<file path="src/sv/igmp_gtr_pkg.sv">
// Shared types, codes and constants for the IGMPv3 group table reporter.
package igmp_gtr_pkg;

   localparam int GROUP_SLOTS_DEFAULT = 16;
   localparam int PORTS_DEFAULT       = 2;

   localparam logic [2:0] RECORD_TYPE_RESET = 3'd2;
   localparam logic [7:0] REPORT_TYPE       = 8'h22;

   localparam logic [1:0] OP_JOIN   = 2'd0;
   localparam logic [1:0] OP_LEAVE  = 2'd1;
   localparam logic [1:0] OP_REPORT = 2'd2;

   localparam logic [2:0] ST_JOINED     = 3'd0;
   localparam logic [2:0] ST_ALREADY    = 3'd1;
   localparam logic [2:0] ST_FULL       = 3'd2;
   localparam logic [2:0] ST_LEFT       = 3'd3;
   localparam logic [2:0] ST_NOT_MEMBER = 3'd4;
   localparam logic [2:0] ST_REPORT     = 3'd5;
   localparam logic [2:0] ST_NO_GROUPS  = 3'd6;
   localparam logic [2:0] ST_ZERO_CSUM  = 3'd7;

   typedef struct packed {
      logic [1:0]  operation;
      logic        port_select;
      logic [31:0] group_address;
   } req_item_type;

   typedef struct packed {
      logic [2:0]  status;
      logic        word_valid;
      logic [31:0] message_word;
      logic        last;
   } rsp_item_type;

   typedef struct packed {
      logic        clear;
      logic        add;
      logic [15:0] op_a;
      logic [15:0] op_b;
   } csum_ctrl_type;

   typedef enum logic [3:0] {
      S_IDLE,
      S_SEARCH_RD,
      S_SEARCH_CMP,
      S_MOVE_RD,
      S_MOVE_WR,
      S_APPEND,
      S_SUM_START,
      S_SUM_REC,
      S_SUM_GRP,
      S_SUM_CHECK,
      S_EMIT_HDR,
      S_EMIT_CNT,
      S_EMIT_REC,
      S_EMIT_GRP,
      S_RESP
   } state_type;

endpackage

</file>
<file path="src/sv/igmp_gtr_table.sv">
// Group table memory: one write port, one read port with registered data.
module igmp_gtr_table #(
   parameter int DEPTH = 32,
   parameter int AW    = 5
) (
   input  logic          clock,
   input  logic          wr_en,
   input  logic [AW-1:0] wr_addr,
   input  logic [31:0]   wr_data,
   input  logic          rd_en,
   input  logic [AW-1:0] rd_addr,
   output logic [31:0]   rd_data
);

   logic [31:0] mem [DEPTH];
   logic [31:0] rd_data_ff;

   always_ff @(posedge clock) begin
      if (wr_en) begin
         mem[wr_addr] <= wr_data;
      end
      if (rd_en) begin
         rd_data_ff <= mem[rd_addr];
      end
   end

   assign rd_data = rd_data_ff;

endmodule

</file>
<file path="src/sv/igmp_gtr_csum.sv">
// Ones' complement accumulator: adds two 16-bit halves per cycle while add is set, with end-around carry.
module igmp_gtr_csum (
   input  logic                        clock,
   input  igmp_gtr_pkg::csum_ctrl_type ctrl,
   output logic [15:0]                 sum
);

   import igmp_gtr_pkg::*;

   logic [15:0] acc_ff;
   logic [15:0] acc_in;
   logic [17:0] raw;
   logic [16:0] fold;

   always_comb begin
      raw    = {2'b00, (ctrl.clear ? 16'h0000 : acc_ff)} + {2'b00, ctrl.op_a}
               + {2'b00, ctrl.op_b};
      fold   = {1'b0, raw[15:0]} + {15'd0, raw[17:16]};
      acc_in = fold[15:0] + {15'd0, fold[16]};
   end

   always_ff @(posedge clock) begin
      if (ctrl.add) begin
         acc_ff <= acc_in;
      end
   end

   assign sum = acc_ff;

endmodule

</file>
<file path="src/sv/igmp_group_table_reporter.sv">
// Top level: IGMPv3 group tables per port with membership report sequencer.
//
// Input items arrive on req_valid/req_ready with a req_item struct holding the
// operation (join, leave, report), the port and the group address. Results
// leave on rsp_valid/rsp_ready as rsp_item structs; the item that ends an
// operation carries last. An unused operation code gives no result.
// req_ready is high only while the sequencer is idle; one item is worked on
// at a time. A join or leave scans the table one entry at a time through
// the single registered read port of the table memory. A report first runs
// the checksum: a start step, then the record word and group of each entry
// through the shared ones' complement adder, then a check step, then
// streams 2 + 2n words at one word per cycle while rsp_ready stays high.
// The output register holds a finished item while the receiver stalls, and
// the sequencer waits on it before loading the next word.
// csr_write_data sets the record type written into every record; write it
// only while the block is idle. Synchronous reset empties all tables, sets
// the record type to mode-is-exclude and drops any pending result.
module igmp_group_table_reporter #(
   parameter int GROUP_SLOTS = igmp_gtr_pkg::GROUP_SLOTS_DEFAULT,
   parameter int PORTS       = igmp_gtr_pkg::PORTS_DEFAULT
) (
   input  logic                       clock,
   input  logic                       reset,
   input  logic                       req_valid,
   output logic                       req_ready,
   input  igmp_gtr_pkg::req_item_type req_item,
   output logic                       rsp_valid,
   input  logic                       rsp_ready,
   output igmp_gtr_pkg::rsp_item_type rsp_item,
   input  logic                       csr_write_enable,
   input  logic [2:0]                 csr_write_data
);

   import igmp_gtr_pkg::*;

   localparam int DEPTH = PORTS * GROUP_SLOTS;
   localparam int AW    = (DEPTH > 1) ? $clog2(DEPTH) : 1;
   localparam int CW    = $clog2(GROUP_SLOTS + 1);
   localparam int PW    = (PORTS > 1) ? $clog2(PORTS) : 1;
   localparam logic [AW-1:0] SLOTS_A = AW'(GROUP_SLOTS);
   localparam logic [CW-1:0] SLOTS_C = CW'(GROUP_SLOTS);

   state_type     state_ff, state_in;
   logic [1:0]    op_ff, op_in;
   logic [PW-1:0] port_ff, port_in, port_req;
   logic [31:0]   addr_ff, addr_in;
   logic [CW-1:0] n_ff, n_in;
   logic [CW-1:0] idx_ff, idx_in;
   logic [2:0]    status_ff, status_in;
   logic [2:0]    record_type_ff, record_type_in;
   logic [CW-1:0] count_ff [PORTS];
   logic [CW-1:0] count_in [PORTS];
   rsp_item_type  rsp_item_ff, rsp_item_in;
   logic          rsp_valid_ff, rsp_valid_in;

   logic          out_free;
   logic          load;
   logic [CW-1:0] req_count;
   logic [CW-1:0] idx_next;
   logic          idx_end;
   logic [AW-1:0] base;
   logic [15:0]   csum_sum;
   logic [15:0]   checksum;
   logic [31:0]   rec_word;

   logic          wr_en;
   logic [AW-1:0] wr_addr;
   logic [31:0]   wr_data;
   logic          rd_en;
   logic [AW-1:0] rd_addr;
   logic [31:0]   rd_data;
   csum_ctrl_type csum_ctrl;

   igmp_gtr_table #(
      .DEPTH (DEPTH),
      .AW    (AW)
   ) u_table (
      .clock   (clock),
      .wr_en   (wr_en),
      .wr_addr (wr_addr),
      .wr_data (wr_data),
      .rd_en   (rd_en),
      .rd_addr (rd_addr),
      .rd_data (rd_data)
   );

   igmp_gtr_csum u_csum (
      .clock (clock),
      .ctrl  (csum_ctrl),
      .sum   (csum_sum)
   );

   assign port_req  = (PORTS > 1) ? PW'(req_item.port_select) : '0;
   assign req_count = count_ff[port_req];
   assign idx_next  = idx_ff + CW'(1);
   assign idx_end   = (idx_next == n_ff);
   assign base      = AW'(port_ff) * SLOTS_A;
   assign checksum  = ~csum_sum;
   assign rec_word  = {5'd0, record_type_ff, 24'd0};
   assign out_free  = !rsp_valid_ff || rsp_ready;

   always_ff @(posedge clock) begin
      if (reset) begin
         state_ff       <= S_IDLE;
         rsp_valid_ff   <= 1'b0;
         record_type_ff <= RECORD_TYPE_RESET;
         for (int p = 0; p < PORTS; p++) begin
            count_ff[p] <= '0;
         end
      end else begin
         state_ff       <= state_in;
         rsp_valid_ff   <= rsp_valid_in;
         record_type_ff <= record_type_in;
         count_ff       <= count_in;
      end
   end

   always_ff @(posedge clock) begin
      op_ff       <= op_in;
      port_ff     <= port_in;
      addr_ff     <= addr_in;
      n_ff        <= n_in;
      idx_ff      <= idx_in;
      status_ff   <= status_in;
      rsp_item_ff <= rsp_item_in;
   end

   always_comb begin
      state_in       = state_ff;
      op_in          = op_ff;
      port_in        = port_ff;
      addr_in        = addr_ff;
      n_in           = n_ff;
      idx_in         = idx_ff;
      status_in      = status_ff;
      count_in       = count_ff;
      record_type_in = csr_write_enable ? csr_write_data : record_type_ff;
      rsp_item_in    = rsp_item_ff;
      load           = 1'b0;
      req_ready      = 1'b0;
      wr_en          = 1'b0;
      wr_addr        = base + AW'(idx_ff);
      wr_data        = rd_data;
      rd_en          = 1'b0;
      rd_addr        = base + AW'(idx_ff);
      csum_ctrl      = '{clear: 1'b0, add: 1'b0, op_a: 16'h0000, op_b: 16'h0000};

      unique case (state_ff)
         S_IDLE: begin
            req_ready = 1'b1;
            if (req_valid) begin
               op_in   = req_item.operation;
               port_in = port_req;
               addr_in = req_item.group_address;
               n_in    = req_count;
               idx_in  = '0;
               case (req_item.operation)
                  OP_JOIN: begin
                     if (req_count >= SLOTS_C) begin
                        status_in = ST_FULL;
                        state_in  = S_RESP;
                     end else if (req_count == '0) begin
                        state_in = S_APPEND;
                     end else begin
                        state_in = S_SEARCH_RD;
                     end
                  end
                  OP_LEAVE: begin
                     if (req_count == '0) begin
                        status_in = ST_NOT_MEMBER;
                        state_in  = S_RESP;
                     end else begin
                        state_in = S_SEARCH_RD;
                     end
                  end
                  OP_REPORT: begin
                     status_in = ST_REPORT;
                     state_in  = S_SUM_START;
                  end
                  default: begin
                     state_in = S_IDLE;
                  end
               endcase
            end
         end
         S_SEARCH_RD: begin
            rd_en    = 1'b1;
            state_in = S_SEARCH_CMP;
         end
         S_SEARCH_CMP: begin
            if (rd_data == addr_ff) begin
               if (op_ff == OP_JOIN) begin
                  status_in = ST_ALREADY;
                  state_in  = S_RESP;
               end else begin
                  state_in = S_MOVE_RD;
               end
            end else if (idx_end) begin
               if (op_ff == OP_JOIN) begin
                  state_in = S_APPEND;
               end else begin
                  status_in = ST_NOT_MEMBER;
                  state_in  = S_RESP;
               end
            end else begin
               idx_in   = idx_next;
               state_in = S_SEARCH_RD;
            end
         end
         S_MOVE_RD: begin
            rd_en    = 1'b1;
            rd_addr  = base + AW'(n_ff - CW'(1));
            state_in = S_MOVE_WR;
         end
         S_MOVE_WR: begin
            wr_en             = 1'b1;
            count_in[port_ff] = n_ff - CW'(1);
            status_in         = ST_LEFT;
            state_in          = S_RESP;
         end
         S_APPEND: begin
            wr_en             = 1'b1;
            wr_addr           = base + AW'(n_ff);
            wr_data           = addr_ff;
            count_in[port_ff] = n_ff + CW'(1);
            n_in              = n_ff + CW'(1);
            status_in         = ST_JOINED;
            state_in          = S_SUM_START;
         end
         S_SUM_START: begin
            idx_in = '0;
            if (n_ff == '0) begin
               status_in = ST_NO_GROUPS;
               state_in  = S_RESP;
            end else begin
               csum_ctrl = '{clear: 1'b1, add: 1'b1, op_a: {REPORT_TYPE, 8'h00},
                             op_b: 16'(n_ff)};
               state_in  = S_SUM_REC;
            end
         end
         S_SUM_REC: begin
            rd_en     = 1'b1;
            csum_ctrl = '{clear: 1'b0, add: 1'b1, op_a: rec_word[31:16], op_b: 16'h0000};
            state_in  = S_SUM_GRP;
         end
         S_SUM_GRP: begin
            csum_ctrl = '{clear: 1'b0, add: 1'b1, op_a: rd_data[31:16],
                          op_b: rd_data[15:0]};
            if (idx_end) begin
               state_in = S_SUM_CHECK;
            end else begin
               idx_in   = idx_next;
               state_in = S_SUM_REC;
            end
         end
         S_SUM_CHECK: begin
            idx_in = '0;
            if (checksum == 16'h0000) begin
               status_in = ST_ZERO_CSUM;
               state_in  = S_RESP;
            end else begin
               state_in = S_EMIT_HDR;
            end
         end
         S_EMIT_HDR: begin
            if (out_free) begin
               load        = 1'b1;
               rsp_item_in = '{status: status_ff, word_valid: 1'b1,
                               message_word: {REPORT_TYPE, 8'h00, checksum}, last: 1'b0};
               state_in    = S_EMIT_CNT;
            end
         end
         S_EMIT_CNT: begin
            if (out_free) begin
               load        = 1'b1;
               rsp_item_in = '{status: status_ff, word_valid: 1'b1,
                               message_word: 32'(n_ff), last: 1'b0};
               state_in    = S_EMIT_REC;
            end
         end
         S_EMIT_REC: begin
            if (out_free) begin
               load        = 1'b1;
               rd_en       = 1'b1;
               rsp_item_in = '{status: status_ff, word_valid: 1'b1,
                               message_word: rec_word, last: 1'b0};
               state_in    = S_EMIT_GRP;
            end
         end
         S_EMIT_GRP: begin
            if (out_free) begin
               load        = 1'b1;
               rsp_item_in = '{status: status_ff, word_valid: 1'b1,
                               message_word: rd_data, last: idx_end};
               if (idx_end) begin
                  state_in = S_IDLE;
               end else begin
                  idx_in   = idx_next;
                  state_in = S_EMIT_REC;
               end
            end
         end
         S_RESP: begin
            if (out_free) begin
               load        = 1'b1;
               rsp_item_in = '{status: status_ff, word_valid: 1'b0,
                               message_word: 32'd0, last: 1'b1};
               state_in    = S_IDLE;
            end
         end
         default: begin
            state_in = S_IDLE;
         end
      endcase

      rsp_valid_in = load || (rsp_valid_ff && !rsp_ready);
   end

   assign rsp_valid = rsp_valid_ff;
   assign rsp_item  = rsp_item_ff;

endmodule
</file>
<file path="config.mk">
export PLATFORM = sky130hd
export DESIGN_NAME = igmp_group_table_reporter
export DESIGN_NICKNAME = d
export VERILOG_FILES = /design/src/sv/igmp_gtr_pkg.sv /design/src/sv/igmp_gtr_table.sv /design/src/sv/igmp_gtr_csum.sv /design/src/sv/igmp_group_table_reporter.sv
export SDC_FILE = /design/constraint.sdc
export NUM_CORES = 2
export LEC_CHECK = 0
export BUFFER_PORTS_ARGS = -buffer_cell sky130_fd_sc_hd__clkbuf_2
export CELL_PAD_IN_SITES_DETAIL_PLACEMENT = 0
export CELL_PAD_IN_SITES_GLOBAL_PLACEMENT = 1
export CORE_MARGIN = 2
export CORE_UTILIZATION = 45
export CTS_CLUSTER_DIAMETER = 50
export CTS_CLUSTER_SIZE = 10
export DETAILED_ROUTE_END_ITERATION = 8
export PLACE_DENSITY = 0.77
export SLEW_MARGIN = 10
export SYNTH_ARGS = -nofsm -noshare
export SYNTH_HDL_FRONTEND = slang
export SYNTH_HIERARCHICAL = 1
export SYNTH_SLANG_ARGS = --single-unit
</file>
<file path="constraint.sdc">
create_clock -name clock -period 12.55 [get_ports clock]
set_input_delay 1.255 -clock clock [delete_from_list [all_inputs] [get_ports clock]]
set_output_delay 1.255 -clock clock [all_outputs]
set_load 0.1 [all_outputs]
</file>
After elaboration in Yosys (flattened, before gate mapping)

Memory sizes are Yosys's and may differ from the RTL's. A register that Yosys moved wholly into a read port is not among the register bits.
Cells that the tools add are included.

Mux-type cells: 64
$lt $le $gt $ge: 4
Reductions and logical operators: 27
Eq/ne operators: 33
Bitwise gates (word level): 3
$add $sub $neg: 10

Operators by type and width:

| kind                                                 | count |
|---|---|
| 2-to-1 mux 37 bit                                    | 5 |
| case mux 37 bit (5 select lines)                     | 1 |
| case mux 34 bit (3 select lines)                     | 1 |
| 2-to-1 mux 4 bit                                     | 15 |
| case mux 4 bit (15 select lines)                     | 1 |
| 2-to-1 mux 5 bit                                     | 11 |
| 2-to-1 mux 34 bit                                    | 1 |
| 2-to-1 mux 3 bit                                     | 11 |
| equality test 32 bit                                 | 1 |
| 2-to-1 mux 32 bit                                    | 1 |
| equality test 4 bit (second input constant)          | 7 |
| case mux 5 bit (5 select lines)                      | 1 |
| bitwise mux 10 bit                                   | 2 |
| case mux 10 bit (2 select lines)                     | 1 |
| adder 18 x 16 -> 18 bit                              | 1 |
| inequality test 2 bit (second input constant)        | 9 |
| case mux 3 bit (6 select lines)                      | 1 |
| adder 16 x 16 -> 17 bit                              | 1 |
| adder 16 x 2 -> 17 bit                               | 1 |
| adder 16 x 1 -> 16 bit                               | 1 |
| equality test 4 x 3 -> 1 bit (second input constant) | 4 |
| logical NOT 16 bit                                   | 1 |
| 2-to-1 mux 16 bit                                    | 1 |
| NOT 16 bit                                           | 1 |
| other kinds (36)                                     | 61 |

Input bits: 43
Memories: 1
Memory bits (writable): 1024
Output and inout bits: 39
Word-level logic and storage cells: 158
Register bits after elaboration: 119

Memories:

| memory      | depth | bits a word | read ports | clocked after memory_dff | write ports | RTL line             | text |
|---|---|---|---|---|---|---|---|
| u_table.mem | 32    | 32          | 1          | 1                        | 1           | igmp_gtr_table.sv:15 | `logic [31:0] mem [DEPTH];` |

Depth between registers and ports, before layout

Depth after elaboration: 10
Mapped depth: 33
Depth with buffers taken out: 32

By module

The synthesis kept the hierarchy.

By module, submodules not included:

| module                    | sequential area each (um^2) | times used | cells an instance | area an instance (um^2) |
|---|---|---|---|---|
| igmp_gtr_table            | 31710.4                     | 1          | 2260              | 40812.9 |
| igmp_group_table_reporter | 2912.8                      | 1          | 572               | 6003.3 |
| igmp_gtr_csum             | 480.5                       | 1          | 242               | 2378.5 |

Worst setup path after synthesis

No wires, ideal clock.

Kind: reg2reg
From: reg n_ff[0]
To: reg u_csum.acc_ff[15] (netlist: u_csum/sum[15]), data pin
Path buffers: 2
Period minus slack after synthesis: 6.882 ns
Cell stages (with the launch flop): 33
Setup slack: 5.668 ns
Data arrival time: 6.623 ns
Path through: edfxtp_1 clkbuf_1 inv_1 ha_1 nand3b_1 nand2_1 nor2_1 clkbuf_1 nor2b_1 fa_1 ha_1 a21o_1 a31oi_2 a21oi_1 o21bai_1 a31oi_1 a21o_1 a21oi_1 xnor2_1 ha_1 fa_1 o2111a_1 nand4b_4 nor3_1 nor3b_1 ha_1 and3_1 and2_1 nor3b_1 nand3_1 nor2_1 a211o_1 nand2_1

RTL lines:

| item                   | RTL line                         | text |
|---|---|---|
| start, declared        | igmp_group_table_reporter.sv:47  | `logic [CW-1:0] n_ff, n_in;` |
| start signal, assigned | igmp_group_table_reporter.sv:122 | `n_ff <= n_in;` |
| end signal, assigned   | igmp_gtr_csum.sv:24              | `acc_ff <= acc_in;` |
| end, declared          | igmp_gtr_csum.sv:10              | `logic [15:0] acc_ff;` |

==> reports/metrics.cfg <==
[setup_path]
worstSetupPathType = reg2reg
required_ns = 13.04
crit_fanout = 20
max_stage_delay_ns = 0.68
crit_buf_inv = 4
crit_family = simple AND/OR/NAND/NOR gates
critPathSlowestCell = edfxtp_1
arrival_ns = 8.33
start_kind = register
end_kind = register
cp_common_cell = ha_1

[global_route]
antenna_found_initial = 5
overflow = 0
track_usage = 0.228
grt_pass1_wl_um = 185000
grt_max_degree = 133
grt_pass1_vias = 26647

[flow_run]
maxCapViolations = 0

[cts]
clkLatencyLatePin_ns = 0.75
post-cts-setup-buffers = 0
cts_buffer_depth = 3
cts_made_buffers = 139
path_clk_slew_ns = 0.05
cts_max_level = 4
clock-sinks = 1175
cts_tree = yes
cts_resized = 0
ctsHoldBuffers = 0
root_buffer = clkbuf_16

[sta]
slew_viol_final = 0
whs_ns = 0.417
rsz0062_at_grt = no
fin_crit_sh = 0.625
fin_skew_ns = 0.0200
setup_ws_ns = 4.71
period_minus_slack_ns = 7.84
fin_tns_setup_ns = 0
report.final.hold_viol_count = 0
fmaxAchievable_mhz = 127
worst_slew_pin_slew_ns = 1.14
setup_viol_count_final = 0
max_slew_margin = 0.240

[floorplanning]
start_util = 0.453
die-area_mm2 = 0.112
coreArea_mm2 = 0.109
io_pins = 82
die_x_um = 335
row_count = 121
die_h_um = 335

[logic_synthesis]
netlist_area_mm2 = 0.0492
synth.top_cells.by_area = edfxtp_1 71%, mux2i_1 11%, a22oi_1 1.6%, a22o_1 1.2%, a21oi_1 1.2%
avgSynthCellArea_um2 = 16.0
yosys.area.top_type = edfxtp_1
yosys-top-cells-count = 1157 x edfxtp_1, 532 x mux2i_1, 160 x nand2_1
yosysSeqAreaShare = 0.714
yosys_warnings = 6
ys_seq_elements = 1175
synth_top_area_share = 0.706
synth_flop_cell = edfxtp_1
syn_nets = 3163
synth-edff-count = 1157
synthCells = 3074
synth.most_common_cell = edfxtp_1
synth-async-reset-ratio = 0
synth_cell_types = 84

[routing]
ant_nets = 0
drt_pass1_iterations = 6
routedWlPerCell_um = 27.7
wl_um = 128000
drt_iter0_markers = 3171
drc = 0
vias_per_cell = 5.94
dr_total_vias = 27597

[layout]
fin_nets = 3277
area_delta_synth_final_pct = 12.1
fillCellCount = 8870
drive_above_1_share = 0.117

[pwr]
vdd_drop_max_uv = 234
power.density_mw_per_mm2 = 242
leakagePower_nw = 18.6

[outcome]
status = complete, no violations

[place]
dp_hpwl_um = 72700
gp_congestion = 0.906
pre_cts_slack_ns = 4.79
port_buffers = 81

[worst_hold_path]
hold_class = reg2reg

metrics by stage:
step / cells / total power, W / utilization / cell area (um^2)
4_1_cts: 4644 / 0.0134 / 0.508 / 55200
3_5_place_dp: 4461 / 0.00982 / 0.471 / 51200
3_3_place_gp: 4461 / 0.00980 / 0.471 / 51200
6_report: 4645 / 0.0133 / 0.508 / 55200
2_1_floorplan: 3074 / 0.00846 / - / 49200
5_1_grt: 4644 / 0.0139 / 0.508 / 55200
worst register-to-register path, delay by kind of cell, from the launching register on:
kind,cells,cell delay (ns)
simple gates,13,2.69
compound gates,9,1.71
fa+ha+maj,6,1.64
flops,1,0.68
buf+inv,4,0.54
xor+xnor,1,0.30
report_power, final:
| group | switching [W] | leakage (nW) | internal, W |
|---|---|---|---|
| clock | 0.00151 | 1.91 | 0.00204 |
| sequential | 0.000259 | 10.6 | 0.00511 |
| combinational | 0.00297 | 6.12 | 0.00145 |
| total | 0.00474 | 18.6 | 0.00860 |
sequential cells by signal, indices dropped and copies added (netlist names):
| name | count |
|---|---|
| status_ff | 3 |
| rsp_valid | 1 |
| n_ff | 5 |
| u_table/mem | 1024 |
| u_csum/sum | 16 |
| count_ff | 10 |
| u_table/rd_data | 32 |
| record_type_ff | 3 |
| op_ff | 2 |
| port_ff | 1 |
| addr_ff | 32 |
| state_ff | 4 |
| rsp_item | 37 |
| idx_ff | 5 |
layer usage:
metal  vias up  routed length, um  track usage
li1      12153                  -            -
met1     14079              52600        0.310
met2      1155              61800        0.373
met3       208              10100       0.0400
met4         2               3860       0.0786
met5         -                 13            0
cells in the final DEF, fill, tap and decap left out, types with 6 or more instances in the layout:
master | netlist | final
mux2i_1 | 532 | 532
nor2_4 | 0 | 33
nor3_1 | 45 | 44
nand4_1 | 10 | 10
nand2b_1 | 10 | 8
clkbuf_2 | 0 | 81
nor2_1 | 111 | 77
nand3_1 | 112 | 112
clkbuf_1 | 58 | 19
nand2_1 | 160 | 159
buf_4 | 37 | 54
o21ai_1 | 26 | 25
a22oi_1 | 106 | 106
clkinv_8 | 0 | 7
clkbuf_16 | 0 | 139
and2_1 | 41 | 39
xor2_1 | 50 | 50
a22o_1 | 69 | 69
edfxtp_1 | 1157 | 1157
nor2b_1 | 22 | 19
a31oi_1 | 38 | 38
a211oi_1 | 9 | 9
a21o_1 | 6 | 6
nand3b_1 | 8 | 8
ha_1 | 28 | 28
mux2_1 | 36 | 36
xnor2_1 | 27 | 27
a21oi_1 | 120 | 120
fa_1 | 18 | 18
nor4_1 | 11 | 11
o21ai_0 | 28 | 28
inv_1 | 17 | 17
dfxtp_1 | 18 | 18
final cells by class:
class | instances | area [um^2] | area share
diodes | 1 | 2.50 | 0.0000454
clock buffers | 159 | 3560 | 0.0646
clock inverters | 24 | 373 | 0.00676
inverters | 20 | 75.1 | 0.00136
multi-input cells | 1713 | 13400 | 0.243
flip-flops and latches | 1175 | 35100 | 0.636
well taps | 1414 | 1770 | 0.0321
repair buffers | 139 | 891 | 0.0161
worst paths after layout:
path / start / endpoint / slack, ns / cells after the start
setup reg to reg: n_ff[0]$_DFFE_PP_ / u_csum/sum[15]$_DFFE_PP_ / 4.71 / 33
hold reg to reg: status_ff[0]$_DFFE_PP_ / rsp_item[34]$_DFFE_PP_ / 0.42 / 0
hold / removal: status_ff[0]$_DFFE_PP_ / rsp_item[34]$_DFFE_PP_ / 0.42 / 0
setup / recovery: n_ff[0]$_DFFE_PP_ / u_csum/sum[15]$_DFFE_PP_ / 4.71 / 33
kinds of logic after synthesis:
kind of cell,count (synthesis),synth area share
flops,1175,0.714
mux,570,0.117
xor+xnor,81,0.0153
simple gates,564,0.0560
fa+ha+maj,46,0.0144
buf+inv,186,0.0210
compound gates,452,0.0629
No activity file was read; power rests on OpenSTA's default activity.
